[src/hw/rtl/rert_pkg.sv]
// ----------------------------------------------------------------------------
// rert_pkg: shared types and constants of the reliable event retry table
// request and result codes, entry layout, register reset values
// ----------------------------------------------------------------------------
package rert_pkg;

  // table geometry
  localparam int TableDepthDef = 16;
  localparam int MaxResults    = 16;

  // field widths
  localparam int ReqW     = 2;
  localparam int EvW      = 8;
  localparam int TxidW    = 32;
  localparam int AttW     = 4;
  localparam int TimeW    = 32;
  localparam int IvlW     = 16;
  localparam int KindW    = 3;
  localparam int CfgIdxW  = 2;
  localparam int CfgDataW = 16;

  // register reset values
  localparam logic [IvlW-1:0] RetryIntervalRst = 16'd100;
  localparam logic [AttW-1:0] MaxAttemptsRst   = 4'd3;
  localparam logic            RetryEnableRst   = 1'b1;

  typedef enum logic [ReqW-1:0] {
    REQ_QUEUE = 2'd0,
    REQ_ACK   = 2'd1,
    REQ_TICK  = 2'd2,
    REQ_CLEAR = 2'd3
  } req_type_e;

  typedef enum logic [KindW-1:0] {
    KIND_SEND    = 3'd0,
    KIND_RESEND  = 3'd1,
    KIND_TIMEOUT = 3'd2,
    KIND_ACKED   = 3'd3,
    KIND_NOACK   = 3'd4,
    KIND_FULL    = 3'd5
  } result_kind_e;

  typedef enum logic [CfgIdxW-1:0] {
    CFG_RETRY_INTERVAL = 2'd0,
    CFG_MAX_ATTEMPTS   = 2'd1,
    CFG_RETRY_ENABLE   = 2'd2
  } cfg_index_e;

  typedef enum logic {
    ST_IDLE = 1'b0,
    ST_SCAN = 1'b1
  } state_e;

  // one stored table entry
  typedef struct packed {
    logic [EvW-1:0]   event_type;
    logic [TxidW-1:0] txid;
    logic [AttW-1:0]  attempts;
    logic [TimeW-1:0] deadline;
  } entry_t;

  // one result item
  typedef struct packed {
    result_kind_e     kind;
    logic [EvW-1:0]   event_type;
    logic [TxidW-1:0] txid;
    logic [AttW-1:0]  attempt;
  } result_t;

endpackage

[src/hw/rtl/reliable_event_retry_table.sv]
// ----------------------------------------------------------------------------
// reliable_event_retry_table: pending reliable events awaiting acknowledge
// queue, ack, tick and clear requests over a table of retry entries
// ----------------------------------------------------------------------------
//
//  channel | handshake                   | payload
//  --------+-----------------------------+-------------------------------------
//  request | in_valid_i / in_stall_o     | req_type_i, event_type_i, ack_txid_i
//  result  | out_valid_o / out_stall_i   | result_kind_o, result_event_type_o,
//          |                             | result_txid_o, attempt_number_o,
//          |                             | last_result_o
//  config  | cfg_valid_i / cfg_ready_o   | cfg_index_i, cfg_data_i
//
//  queue and clear requests and disabled ticks are handled in idle, without a scan
//  ack and enabled tick requests scan the entry memory one slot per cycle
//  through its single read port, whose read data is registered
//  an ack stops the scan at its first matching slot
//  a result that cannot move on freezes the scan until the result side frees
//  reset clears the valid bits at once; entry memory needs no clearing pass
//
module reliable_event_retry_table import rert_pkg::*; #(
  parameter int TABLE_DEPTH = TableDepthDef
) (
  input  logic                clk_i,
  input  logic                rst_ni,
  // request channel
  input  logic                in_valid_i,
  output logic                in_stall_o,
  input  logic [ReqW-1:0]     req_type_i,
  input  logic [EvW-1:0]      event_type_i,
  input  logic [TxidW-1:0]    ack_txid_i,
  // result channel
  output logic                out_valid_o,
  input  logic                out_stall_i,
  output logic [KindW-1:0]    result_kind_o,
  output logic [EvW-1:0]      result_event_type_o,
  output logic [TxidW-1:0]    result_txid_o,
  output logic [AttW-1:0]     attempt_number_o,
  output logic                last_result_o,
  // configuration write channel
  input  logic                cfg_valid_i,
  output logic                cfg_ready_o,
  input  logic [CfgIdxW-1:0]  cfg_index_i,
  input  logic [CfgDataW-1:0] cfg_data_i
);

  localparam int IdxW = (TABLE_DEPTH > 1) ? $clog2(TABLE_DEPTH) : 1;
  localparam int CntW = $clog2(MaxResults + 1);
  localparam logic [IdxW:0]   ScanEnd  = (IdxW + 1)'(TABLE_DEPTH);
  localparam logic [IdxW-1:0] LastSlot = IdxW'(TABLE_DEPTH - 1);
  localparam logic [CntW-1:0] CapLast  = CntW'(MaxResults - 1);

  // configuration registers
  logic [IvlW-1:0] ivl_q;
  logic [AttW-1:0] max_att_q;
  logic            en_q;

  // global state
  logic [TimeW-1:0]       time_q;
  logic [TxidW-1:0]       next_txid_q;
  logic [TABLE_DEPTH-1:0] valid_q;

  // scan control
  state_e             state_q, state_d;
  logic               op_ack_q;
  logic [TxidW-1:0]   ack_txid_q;
  logic [IdxW:0]      rd_idx_q;
  logic               ev_vld_q;
  logic [IdxW-1:0]    ev_idx_q;
  logic [CntW-1:0]    res_cnt_q;

  // result hold stage and output register
  logic    hold_vld_q, hold_final_q;
  result_t hold_res_q;
  logic    out_vld_q, out_last_q;
  result_t out_res_q;

  // memory port
  logic            mem_we, mem_re;
  logic [IdxW-1:0] mem_waddr, mem_raddr;
  entry_t          mem_wdata, ent;

  // control
  req_type_e        req;
  logic             in_acc, cfg_we;
  logic             out_free, can_push, hold_move;
  logic             push, push_final, set_final, finish, frozen;
  result_t          push_res;
  logic             free_found;
  logic [IdxW-1:0]  free_idx;
  logic             slot_live, due, expired, hit, last_slot, scan_found;
  logic [TimeW-1:0] diff, new_deadline;

  assign req          = req_type_e'(req_type_i);
  assign out_free     = !out_vld_q || !out_stall_i;
  // a new result may enter the hold stage when it is empty or drains now
  assign can_push     = !hold_vld_q || out_free;
  assign in_stall_o   = (state_q != ST_IDLE) || !can_push;
  assign in_acc       = in_valid_i && !in_stall_o;
  assign cfg_ready_o  = 1'b1;
  assign cfg_we       = cfg_valid_i && cfg_ready_o;
  assign new_deadline = time_q + {{(TimeW - IvlW){1'b0}}, ivl_q};

  // lowest free slot
  always_comb begin
    free_found = 1'b0;
    free_idx   = '0;
    for (int i = TABLE_DEPTH - 1; i >= 0; i--) begin
      if (!valid_q[i]) begin
        free_found = 1'b1;
        free_idx   = IdxW'(i);
      end
    end
  end

  // evaluation of the slot whose entry is on the read data
  always_comb begin
    slot_live  = valid_q[ev_idx_q];
    diff       = time_q - ent.deadline;
    // due once time has reached the deadline, modulo wrap
    due        = slot_live && !diff[TimeW-1];
    expired    = ent.attempts >= max_att_q;
    hit        = slot_live && (ent.txid == ack_txid_q);
    last_slot  = ev_idx_q == LastSlot;
    // an ack always reports something at the last slot
    scan_found = op_ack_q ? (hit || last_slot) : due;
  end

  // next state
  always_comb begin
    state_d = state_q;
    case (state_q)
      ST_IDLE: begin
        if (in_acc && ((req == REQ_ACK) || ((req == REQ_TICK) && en_q))) begin
          state_d = ST_SCAN;
        end
      end
      ST_SCAN: begin
        if (finish) begin
          state_d = ST_IDLE;
        end
      end
      default: state_d = ST_IDLE;
    endcase
  end

  // datapath control
  always_comb begin
    push       = 1'b0;
    push_final = 1'b0;
    push_res   = '0;
    set_final  = 1'b0;
    finish     = 1'b0;
    frozen     = 1'b0;
    mem_we     = 1'b0;
    mem_waddr  = free_idx;
    mem_wdata  = '0;
    mem_re     = 1'b0;
    mem_raddr  = rd_idx_q[IdxW-1:0];
    case (state_q)
      ST_IDLE: begin
        if (in_acc && (req == REQ_QUEUE)) begin
          push       = 1'b1;
          push_final = 1'b1;
          if (free_found) begin
            mem_we    = 1'b1;
            mem_wdata = '{event_type: event_type_i, txid: next_txid_q,
                          attempts: AttW'(1), deadline: new_deadline};
            push_res  = '{kind: KIND_SEND, event_type: event_type_i,
                          txid: next_txid_q, attempt: AttW'(1)};
          end else begin
            push_res  = '{kind: KIND_FULL, event_type: event_type_i,
                          txid: '0, attempt: '0};
          end
        end
      end
      ST_SCAN: begin
        // hold the read data while a result cannot be placed
        frozen = ev_vld_q && scan_found && !can_push;
        mem_re = !frozen && (rd_idx_q < ScanEnd);
        if (ev_vld_q && !frozen) begin
          push = scan_found;
          if (op_ack_q) begin
            finish     = scan_found;
            push_final = 1'b1;
            if (hit) begin
              push_res = '{kind: KIND_ACKED, event_type: ent.event_type,
                           txid: ent.txid, attempt: ent.attempts};
            end else begin
              push_res = '{kind: KIND_NOACK, event_type: '0,
                           txid: ack_txid_q, attempt: '0};
            end
          end else begin
            // stop at the last slot or once the result cap is reached
            finish     = last_slot || (due && (res_cnt_q == CapLast));
            push_final = finish;
            set_final  = finish && !due;
            if (expired) begin
              push_res = '{kind: KIND_TIMEOUT, event_type: ent.event_type,
                           txid: ent.txid, attempt: ent.attempts};
            end else begin
              push_res = '{kind: KIND_RESEND, event_type: ent.event_type,
                           txid: ent.txid, attempt: ent.attempts + AttW'(1)};
              // renew the entry in place
              mem_we    = due;
              mem_waddr = ev_idx_q;
              mem_wdata = '{event_type: ent.event_type, txid: ent.txid,
                            attempts: ent.attempts + AttW'(1),
                            deadline: new_deadline};
            end
          end
        end
      end
      default: ;
    endcase
  end

  // the held result leaves once its successor arrives or it is known final
  assign hold_move = hold_vld_q && out_free && (hold_final_q || push);

  rert_mem #(
    .DEPTH (TABLE_DEPTH)
  ) u_mem (
    .clk_i   (clk_i),
    .we_i    (mem_we),
    .waddr_i (mem_waddr),
    .wdata_i (mem_wdata),
    .re_i    (mem_re),
    .raddr_i (mem_raddr),
    .rdata_o (ent)
  );

  // configuration registers
  always_ff @(posedge clk_i or negedge rst_ni) begin
    if (!rst_ni) begin
      ivl_q     <= RetryIntervalRst;
      max_att_q <= MaxAttemptsRst;
      en_q      <= RetryEnableRst;
    end else if (cfg_we) begin
      case (cfg_index_i)
        CFG_RETRY_INTERVAL: ivl_q     <= cfg_data_i;
        CFG_MAX_ATTEMPTS:   max_att_q <= cfg_data_i[AttW-1:0];
        CFG_RETRY_ENABLE:   en_q      <= cfg_data_i[0];
        default: ;
      endcase
    end
  end

  // time, transaction ids and slot valid bits
  always_ff @(posedge clk_i or negedge rst_ni) begin
    if (!rst_ni) begin
      time_q      <= '0;
      next_txid_q <= TxidW'(1);
      valid_q     <= '0;
    end else begin
      if (in_acc) begin
        case (req)
          REQ_QUEUE: begin
            if (free_found) begin
              valid_q[free_idx] <= 1'b1;
              // ids wrap and skip zero
              if (next_txid_q == '1) begin
                next_txid_q <= TxidW'(1);
              end else begin
                next_txid_q <= next_txid_q + TxidW'(1);
              end
            end
          end
          REQ_TICK: begin
            if (en_q) begin
              time_q <= time_q + TimeW'(1);
            end
          end
          REQ_CLEAR: valid_q <= '0;
          default: ;
        endcase
      end
      // drop acked or timed-out entries
      if ((state_q == ST_SCAN) && ev_vld_q && !frozen) begin
        if ((op_ack_q && hit) || (!op_ack_q && due && expired)) begin
          valid_q[ev_idx_q] <= 1'b0;
        end
      end
    end
  end

  // scan sequencing
  always_ff @(posedge clk_i or negedge rst_ni) begin
    if (!rst_ni) begin
      state_q    <= ST_IDLE;
      op_ack_q   <= 1'b0;
      ack_txid_q <= '0;
      rd_idx_q   <= '0;
      ev_vld_q   <= 1'b0;
      ev_idx_q   <= '0;
      res_cnt_q  <= '0;
    end else begin
      state_q <= state_d;
      if (in_acc) begin
        op_ack_q   <= req == REQ_ACK;
        ack_txid_q <= ack_txid_i;
        rd_idx_q   <= '0;
        ev_vld_q   <= 1'b0;
        res_cnt_q  <= '0;
      end else if (state_q == ST_SCAN) begin
        if (finish) begin
          ev_vld_q <= 1'b0;
        end else if (!frozen) begin
          ev_vld_q <= mem_re;
          ev_idx_q <= rd_idx_q[IdxW-1:0];
          if (mem_re) begin
            rd_idx_q <= rd_idx_q + (IdxW + 1)'(1);
          end
        end
        if (push && !op_ack_q) begin
          res_cnt_q <= res_cnt_q + CntW'(1);
        end
      end
    end
  end

  // hold stage and output register
  always_ff @(posedge clk_i or negedge rst_ni) begin
    if (!rst_ni) begin
      hold_vld_q   <= 1'b0;
      hold_final_q <= 1'b0;
      out_vld_q    <= 1'b0;
      out_last_q   <= 1'b0;
    end else begin
      if (push) begin
        hold_vld_q   <= 1'b1;
        hold_final_q <= push_final;
      end else if (hold_move) begin
        hold_vld_q   <= 1'b0;
        hold_final_q <= 1'b0;
      end else if (set_final && hold_vld_q) begin
        hold_final_q <= 1'b1;
      end
      if (hold_move) begin
        out_vld_q  <= 1'b1;
        out_last_q <= hold_final_q;
      end else if (out_vld_q && !out_stall_i) begin
        out_vld_q <= 1'b0;
      end
    end
  end

  // result payloads
  always_ff @(posedge clk_i) begin
    if (push) begin
      hold_res_q <= push_res;
    end
    if (hold_move) begin
      out_res_q <= hold_res_q;
    end
  end

  assign out_valid_o         = out_vld_q;
  assign result_kind_o       = out_res_q.kind;
  assign result_event_type_o = out_res_q.event_type;
  assign result_txid_o       = out_res_q.txid;
  assign attempt_number_o    = out_res_q.attempt;
  assign last_result_o       = out_last_q;

  // write-back never hits the slot being read in the same cycle
  a_no_rw_collision: assert property (@(posedge clk_i) disable iff (!rst_ni)
    (mem_re && mem_we) |-> (mem_raddr != mem_waddr))
    else $error("entry memory read and write at the same slot");

  // transaction id zero is never handed out
  a_txid_nonzero: assert property (@(posedge clk_i) disable iff (!rst_ni)
    next_txid_q != '0)
    else $error("next transaction id is zero");

  // once a scan is over, any held result carries the last flag
  a_idle_hold_final: assert property (@(posedge clk_i) disable iff (!rst_ni)
    (state_q == ST_IDLE) |-> (!hold_vld_q || hold_final_q))
    else $error("held result not marked last after scan");

  // time only moves on an accepted enabled tick
  a_time_on_tick: assert property (@(posedge clk_i) disable iff (!rst_ni)
    (time_q != $past(time_q)) |-> $past(in_acc && (req == REQ_TICK) && en_q))
    else $error("time advanced without a tick request");

endmodule

[src/hw/rtl/rert_mem.sv]
// ----------------------------------------------------------------------------
// rert_mem: entry storage of the retry table
// one write port, one read port with registered read data
// ----------------------------------------------------------------------------
module rert_mem import rert_pkg::*; #(
  parameter int DEPTH = TableDepthDef,
  localparam int AddrW = (DEPTH > 1) ? $clog2(DEPTH) : 1
) (
  input  logic             clk_i,
  input  logic             we_i,
  input  logic [AddrW-1:0] waddr_i,
  input  entry_t           wdata_i,
  input  logic             re_i,
  input  logic [AddrW-1:0] raddr_i,
  output entry_t           rdata_o
);

  entry_t mem [DEPTH];
  entry_t rdata_q;

  always_ff @(posedge clk_i) begin
    if (we_i) begin
      mem[waddr_i] <= wdata_i;
    end
  end

  always_ff @(posedge clk_i) begin
    if (re_i) begin
      rdata_q <= mem[raddr_i];
    end
  end

  assign rdata_o = rdata_q;

endmodule

[config.mk]
export PLATFORM = sky130hd
export DESIGN_NAME = reliable_event_retry_table
export DESIGN_NICKNAME = d
export VERILOG_FILES = /design/src/hw/rtl/rert_pkg.sv /design/src/hw/rtl/reliable_event_retry_table.sv /design/src/hw/rtl/rert_mem.sv
export SDC_FILE = /design/constraint.sdc
export NUM_CORES = 2
export LEC_CHECK = 0
export BUFFER_PORTS_ARGS = -buffer_cell sky130_fd_sc_hd__buf_4
export CORE_MARGIN = 2
export CORE_UTILIZATION = 39
export CTS_CLUSTER_DIAMETER = 200
export CTS_CLUSTER_SIZE = 14
export DETAILED_ROUTE_END_ITERATION = 10
export GPL_TIMING_DRIVEN = 1
export HOLD_SLACK_MARGIN = 0.03
export SYNTH_ARGS = -nofsm -noshare
export SYNTH_HDL_FRONTEND = slang
export SYNTH_SLANG_ARGS = --single-unit
[constraint.sdc]
create_clock -name clk_i -period 9.98 [get_ports clk_i]
set_input_delay 0 -clock clk_i [delete_from_list [all_inputs] [get_ports clk_i]]
set_output_delay 0 -clock clk_i [all_outputs]
set_load 0.01 [all_outputs]
Word level (Yosys, flattened, before mapping)
Memories as Yosys holds them, arrays and structs flattened. A register that Yosys moved wholly into a read port is not among the register bits.
Index checks and enable logic that the tools add are counted.

operators by class
  add/subtract/negate cells = 7
  multipliers = 0
  div/mod/pow operators = 0
  magnitude comparators = 6
  eq/ne operators = 12
  shifts and indexed selects = 0
  multiplexer cells = 106
  bitwise logic cells = 7
  reductions and logical operators = 59

operators with widths
  cell                                                         count
  2-to-1 mux 76 bit                                            5
  2-to-1 mux 47 bit                                            5
  one-hot mux 76 bit (2 select lines)                          1
  one-hot mux 47 bit (2 select lines)                          1
  2-to-1 mux 4 bit                                             20
  adder 32 x 1 -> 32 bit (second input constant)               2
  2-to-1 mux 16 bit                                            4
  2-to-1 mux 1 bit                                             52
  2-to-1 mux 46 bit                                            1
  2-to-1 mux 5 bit                                             8
  adder 32 x 16 -> 32 bit                                      1
  == test 32 bit                                               1
  == test 32 bit (second input constant)                       1
  2-to-1 mux 32 bit                                            1
  one-hot mux 16 bit (2 select lines)                          1
  subtractor 32 bit                                            1
  logical AND 1 bit                                            24
  AND 16 bit                                                   1
  inverter 16 bit                                              1
  bitwise OR 16 bit                                            1
  adder 5 x 1 -> 5 bit (second input constant)                 2
  zero test 1 bit                                              10
  less-than comparator 4 x 5 -> 1 bit (second input constant)  2
  AND reduction 2 bit                                          5
  20 further kinds                                             46

storage, ports and cells
  register bits = 248
  latch bits = 0
  memory bits (writable) = 1,216
  ROM bits = 0
  word-level logic and storage cells = 223
  memories kept = 1

memories
  name       depth  bits a word  read ports  clocked after memory_dff  write ports  RTL line        text
  u_mem.mem  16     76           1           1                         1            rert_mem.sv:18  entry_t mem [DEPTH];

Logic depth before layout (Yosys ltp)
  depth after elaboration = 27
  gate-level depth with buffers = 12
  gate-level depth less buffers = 11

By module
Synthesis repeated with hierarchy kept, for this count alone.

unflattened totals
  cell total of the unflattened synthesis = 3,299
  area, all modules = 61,362.6 sq um

modules (own cells, without submodules)
  module                      times used  cells an instance  area an instance (sq um)  seq. area each (sq um)
  rert_mem                    1           1,952              47,754.6                  38,797.2
  reliable_event_retry_table  1           1,347              13,608.1                  6,685.2

Worst setup path after synthesis
OpenSTA, ideal clock, no wires.

  path type = reg-to-reg
  start point = register time_q[18]
  end point = memory u_mem.mem[10][0] in the netlist's numbering, enable pin
  library setup time = 620 ps
  data arrival time = 8,072 ps
  data required time = 9,360 ps
  slack = 1,288 ps
  cell stages (with the launch flop) = 11
  path buffers = 0
  period minus slack after synthesis = 8,692 ps
  cells stage by stage = dfrtp_1 -> ha_1 -> a21oi_1 -> o21ai_0 -> a221oi_1 -> o211ai_1 -> a21oi_1 -> o21ai_2 -> o21ai_2 -> mux2_2 -> nor3b_1

on the way
  word-level cells in the longest chain between the ends = 12
  elaborated cells between the ends (all ways) = 16

ends and longest elaborated chain
  item                                    RTL line                           text
  start, declared                         reliable_event_retry_table.sv:59   logic [TimeW-1:0] time_q;
  start signal, assigned                  reliable_event_retry_table.sv:271  time_q <= time_q + TimeW'(1);
  subtractor 32 bit (*)                   reliable_event_retry_table.sv:119  diff = time_q - ent.deadline;
  zero test 1 bit (*)                     reliable_event_retry_table.sv:121  due = slot_live && !diff[TimeW-1];
  logical AND 1 bit (*)                   reliable_event_retry_table.sv:121
  2-to-1 mux 1 bit                        reliable_event_retry_table.sv:126  scan_found = op_ack_q ? (hit || last_slot) : due;
  logical AND 1 bit (2 in a row)          reliable_event_retry_table.sv:179  frozen = ev_vld_q && scan_found && !can_push;
  zero test 1 bit                         reliable_event_retry_table.sv:181  if (ev_vld_q && !frozen) begin
  logical AND 1 bit                       reliable_event_retry_table.sv:181
  2-to-1 mux 1 bit                        reliable_event_retry_table.sv:181
  one-hot mux 1 bit (2 select lines)      reliable_event_retry_table.sv:160  case (state_q)
  2-to-1 mux 1 bit                        rert_mem.sv:22                     if (we_i) begin
  2-to-1 mux 1 bit (implied by the code)  rert_mem.sv:23                     mem[waddr_i] <= wdata_i;
  end, declared                           rert_mem.sv:18

Mark *: on every way between the ends. The rest lies on a longest branch, timed or not.

Final worst setup path
  start point = register ev_idx_q[1]
  end point = memory u_mem.mem[5][31] in the netlist's numbering, enable pin

on the way
  word-level cells in the longest chain between the ends = 13
  elaborated cells between the ends (all ways) = 21

ends and longest elaborated chain
  item                                    RTL line                           text
  start, declared                         reliable_event_retry_table.sv:69   logic [IdxW-1:0] ev_idx_q;
  start signal, assigned                  reliable_event_retry_table.sv:310  ev_idx_q <= rd_idx_q[IdxW-1:0];
  binary-select mux 1 bit (select 4 bit)  reliable_event_retry_table.sv:118  slot_live = valid_q[ev_idx_q];
  2-to-1 mux 1 bit (implied by the code)  reliable_event_retry_table.sv:118
  logical AND 1 bit                       reliable_event_retry_table.sv:123  hit = slot_live && (ent.txid == ack_txid_q);
  logical OR 1 bit                        reliable_event_retry_table.sv:126
  2-to-1 mux 1 bit                        reliable_event_retry_table.sv:126
  logical AND 1 bit (2 in a row)          reliable_event_retry_table.sv:179
  zero test 1 bit                         reliable_event_retry_table.sv:181
  logical AND 1 bit                       reliable_event_retry_table.sv:181
  2-to-1 mux 1 bit                        reliable_event_retry_table.sv:181
  one-hot mux 1 bit (2 select lines)      reliable_event_retry_table.sv:160
  2-to-1 mux 1 bit                        rert_mem.sv:22
  2-to-1 mux 1 bit (implied by the code)  rert_mem.sv:23

Parallel ways exist; a longest one is shown, timed or not. The select of a mux whose other input is x is not followed.

==> out/metrics.yaml <==
status:
  outcome: "complete, no violations"
synthesis:
  synthTopCellsByArea: "edfxtp_1, mux4_2, dfrtp_1"
  synth-seq-cells: 1540
  yosysWarningCount: 0
  yosysSeqAreaShare: 0.7406
  synth_top_area_share: 0.6777
  synth.avg_cell_area_sq_um: 19.53
  syn_area_sq_mm: 0.06142
  synth_top_cell_by_area: "edfxtp_1"
  synth-edff-count: 1386
  synthDistinctLibCells: 76
  syn_nets: 3271
  synth_top_flop_cell: "edfxtp_1"
  async_flop_share: 0.1000
  syn_inst: 3145
timing:
  final_max_slew_viol_count: 0
  max_slew_margin: 0.1410
  post-route-period-util: 0.6303
  hold_viol_final: 0
  post-route-min-period_ns: 6.291
  rsz0062_at_grt: "false"
  worst_pin_slew_ns: 1.278
  fmax_mhz: 159.0
  setup_viol: 0
  fin_setup_tns_ns: 0
  timing.final.ws_setup_ns: 3.689
  finClkSkew_ns: 0.09240
worst_setup_path:
  r2r_slack_ns: 3.69
  critPathArrivalTime_ns: 6.63
  reg2reg_from: "ev_idx_q[1]"
  worstSetupEndpointType: "register"
  timing.rr.end: "u_mem.mem[5][31]"
  rr_worst_depth: 11
  startpoint: "ev_idx_q[1]"
  required_ns: 10.32
  crit_type: "reg -> reg"
  critPathLaunchType: "register"
  cp_max_fo: 37
  critPathCapture: "u_mem.mem[5][31]"
pwr:
  p_leak_nw: 23.35
  power_density_mw_per_mm2: 257.5
  ir_worst_vdd_uv: 221.5
routing:
  drc: 0
  vias: 30865
  drtPass1Iterations: 5
  routedWlPerCell_um: 25.58
  routed_wl_mm: 144.2
  drt_iter0_drc: 2897
  antenna_left: 0
  avgViaCountPerCell: 5.477
placed_design:
  hpwl_mm: 85.93
  place.gp.congestion: 0.8325
  dpl.cell_count: 5237
  io_buffers: 114
  place_area_sq_mm: 0.06494
  pre_cts_ws_ns: 3.641
flow_run:
  maxCapViolCount: 0
cts:
  cts_tree: "done"
  cts_sinks: 1540
  clock-root-buffer: "clkbuf_16"
  h-tree-depth: 3
  insertion_delay_ns: 0.78
  clk_path_buf_depth: 3
  cts_resized: 0
  numCtsBuffers: 120
  clk_pin_slew_ns: 0.07
layout:
  synthToLayoutAreaGrowth_pct: 14.32
  finalNonFillerCells: 5635
  final_area_sq_mm: 0.07021
  final_cell_mix: "edfxtp_1, mux4_2, nand2_1, buf_4, dlygate4sd3_1"
  final.fill_count: 13286
  drive_above_1_share: 0.2148
  final_nets: 3594
  final_common_cell: "edfxtp_1"
  fin_util: 0.4490
global_route:
  grtUsageMet3: 0.02760
  gr-usage-all-layers: 0.1788
  top_usage_layer: "met2"
  grt_antenna_before_repair: 2
  grt_use_met2: 0.2790
  grt_first_pass_wirelength_mm: 214.3
  grt.met1_usage: 0.2634
  grt_max_degree: 103
  grt_pass1_vias: 31495
  globalRoute.totalOverflow: 0
die:
  die_h_um: 400.8
  rows: 145
  initial_core_util: 0.3927
  io_pins: 116
  coreArea_sq_mm: 0.1564
  die_area_sq_mm: 0.1607
  die_x_um: 400.8
hold_path:
  hp-class: "in -> reg"
-- report_power, final --
part,internal (W),switching (W)
logic,0.00214,0.00280
clock network,0.00231,0.00222
registers,0.00814,0.000472
-- logic make-up (layout without fill, tap and decap cells) --
kind of cell,after synthesis,count (layout),synth area share
muxes,454,454,0.1528
buffers and inverters,192,623,0.01218
xor gates and xnor gates,114,114,0.01626
adders and majority gates,61,61,0.01255
other,1,2,0.00006106
AOI/OAI and AO/OA,238,238,0.02494
DFF,1540,1540,0.7406
and+or+nand+nor,545,545,0.04064
-- critical path: stages, from the launching register on --
cell and delay (ns):
dfrtp_1 0.56, mux4_2 0.55, a22o_1 0.25, a221oi_2 0.57, o31a_2 0.25, buf_4 0.60, a21oi_2 0.28, o41ai_1 0.61
nand2b_1 0.37, nor2_4 0.56, buf_4 0.55, buf_4 0.63
-- worst min-delay path by stage --
stage / start / depth (start not counted) / to / slack [ns]
global route: cfg_data_i[2] / 3 / ivl_q[2] / 0.08
finish: out_stall_i / 3 / out_valid_o / 0.11
global placement: rst_ni / 1 / valid_q[5] / 0.05
floorplan: rst_ni / 0 / ack_txid_q[0] / -0.30
CTS: out_stall_i / 3 / out_valid_o / 0.05
detailed placement: rst_ni / 1 / valid_q[7] / 0.05
-- per-stage QoR --
stage	hold WS, ns	power [W]
2_1_floorplan	-0.2956	0.01185
3_3_place_gp	0.04622	0.01355
3_5_place_dp	0.04865	0.01359
4_1_cts	0.04635	0.01829
5_1_grt	0.07904	0.01890
6_report	0.1074	0.01808
-- per-layer routing --
| metal | vias to the layer above | wire length (um) |
|---|---|---|
| met2 | 904 | 67420 |
| li1 | 13299 | - |
| met5 | - | 0 |
| met3 | 180 | 7956 |
| met4 | 0 | 3401 |
| met1 | 16482 | 65380 |
-- state kept, by name (all words and copies together) (netlist names), 3 cells and up --
signal,cells
u_mem.rdata_o,76
time_q,32
attempt_number_o,4
result_event_type_o,8
valid_q,16
result_txid_o,32
max_att_q,4
hold_res_q,47
result_kind_o,3
ivl_q,16
res_cnt_q,5
next_txid_q,32
ack_txid_q,32
rd_idx_q,5
ev_idx_q,4
u_mem.mem,1216
-- layout make-up --
| cell class | count | area (sq um) | share of cell area |
|---|---|---|---|
| Inverter | 55 | 206.4 | 0.002940 |
| Clock inverter | 7 | 158.9 | 0.002263 |
| Clock buffer | 223 | 3421 | 0.04872 |
| Sequential cell | 1540 | 45500 | 0.6480 |
| Tap cell | 2058 | 2575 | 0.03667 |
| Multi-Input combinational cell | 1413 | 15330 | 0.2184 |
| Timing Repair Buffer | 338 | 3017 | 0.04296 |
| Antenna cell | 1 | 2.502 | 0.00003564 |
-- cell usage after synthesis, types with 28 or more instances --
master,number
mux2i_1,42
o21ai_0,40
dfrtp_1,147
nor2_1,96
ha_1,60
edfxtp_1,1386
nand2_1,278
inv_1,55
xnor2_1,43
nand3_1,34
o21ai_1,28
a21oi_1,68
mux4_2,384
xor2_1,71
clkbuf_1,103
-- what timing repair did --
| item | 4_1_cts | 5_1_grt |
|---|---|---|
| setup endpoints to repair | 0 | 0 |
| hold buffers | 167 | 0 |
| hold endpoints to repair | 329 | 0 |
| buffers inserted | 0 | 0 |
No activity file was read; power rests on OpenSTA's default activity.
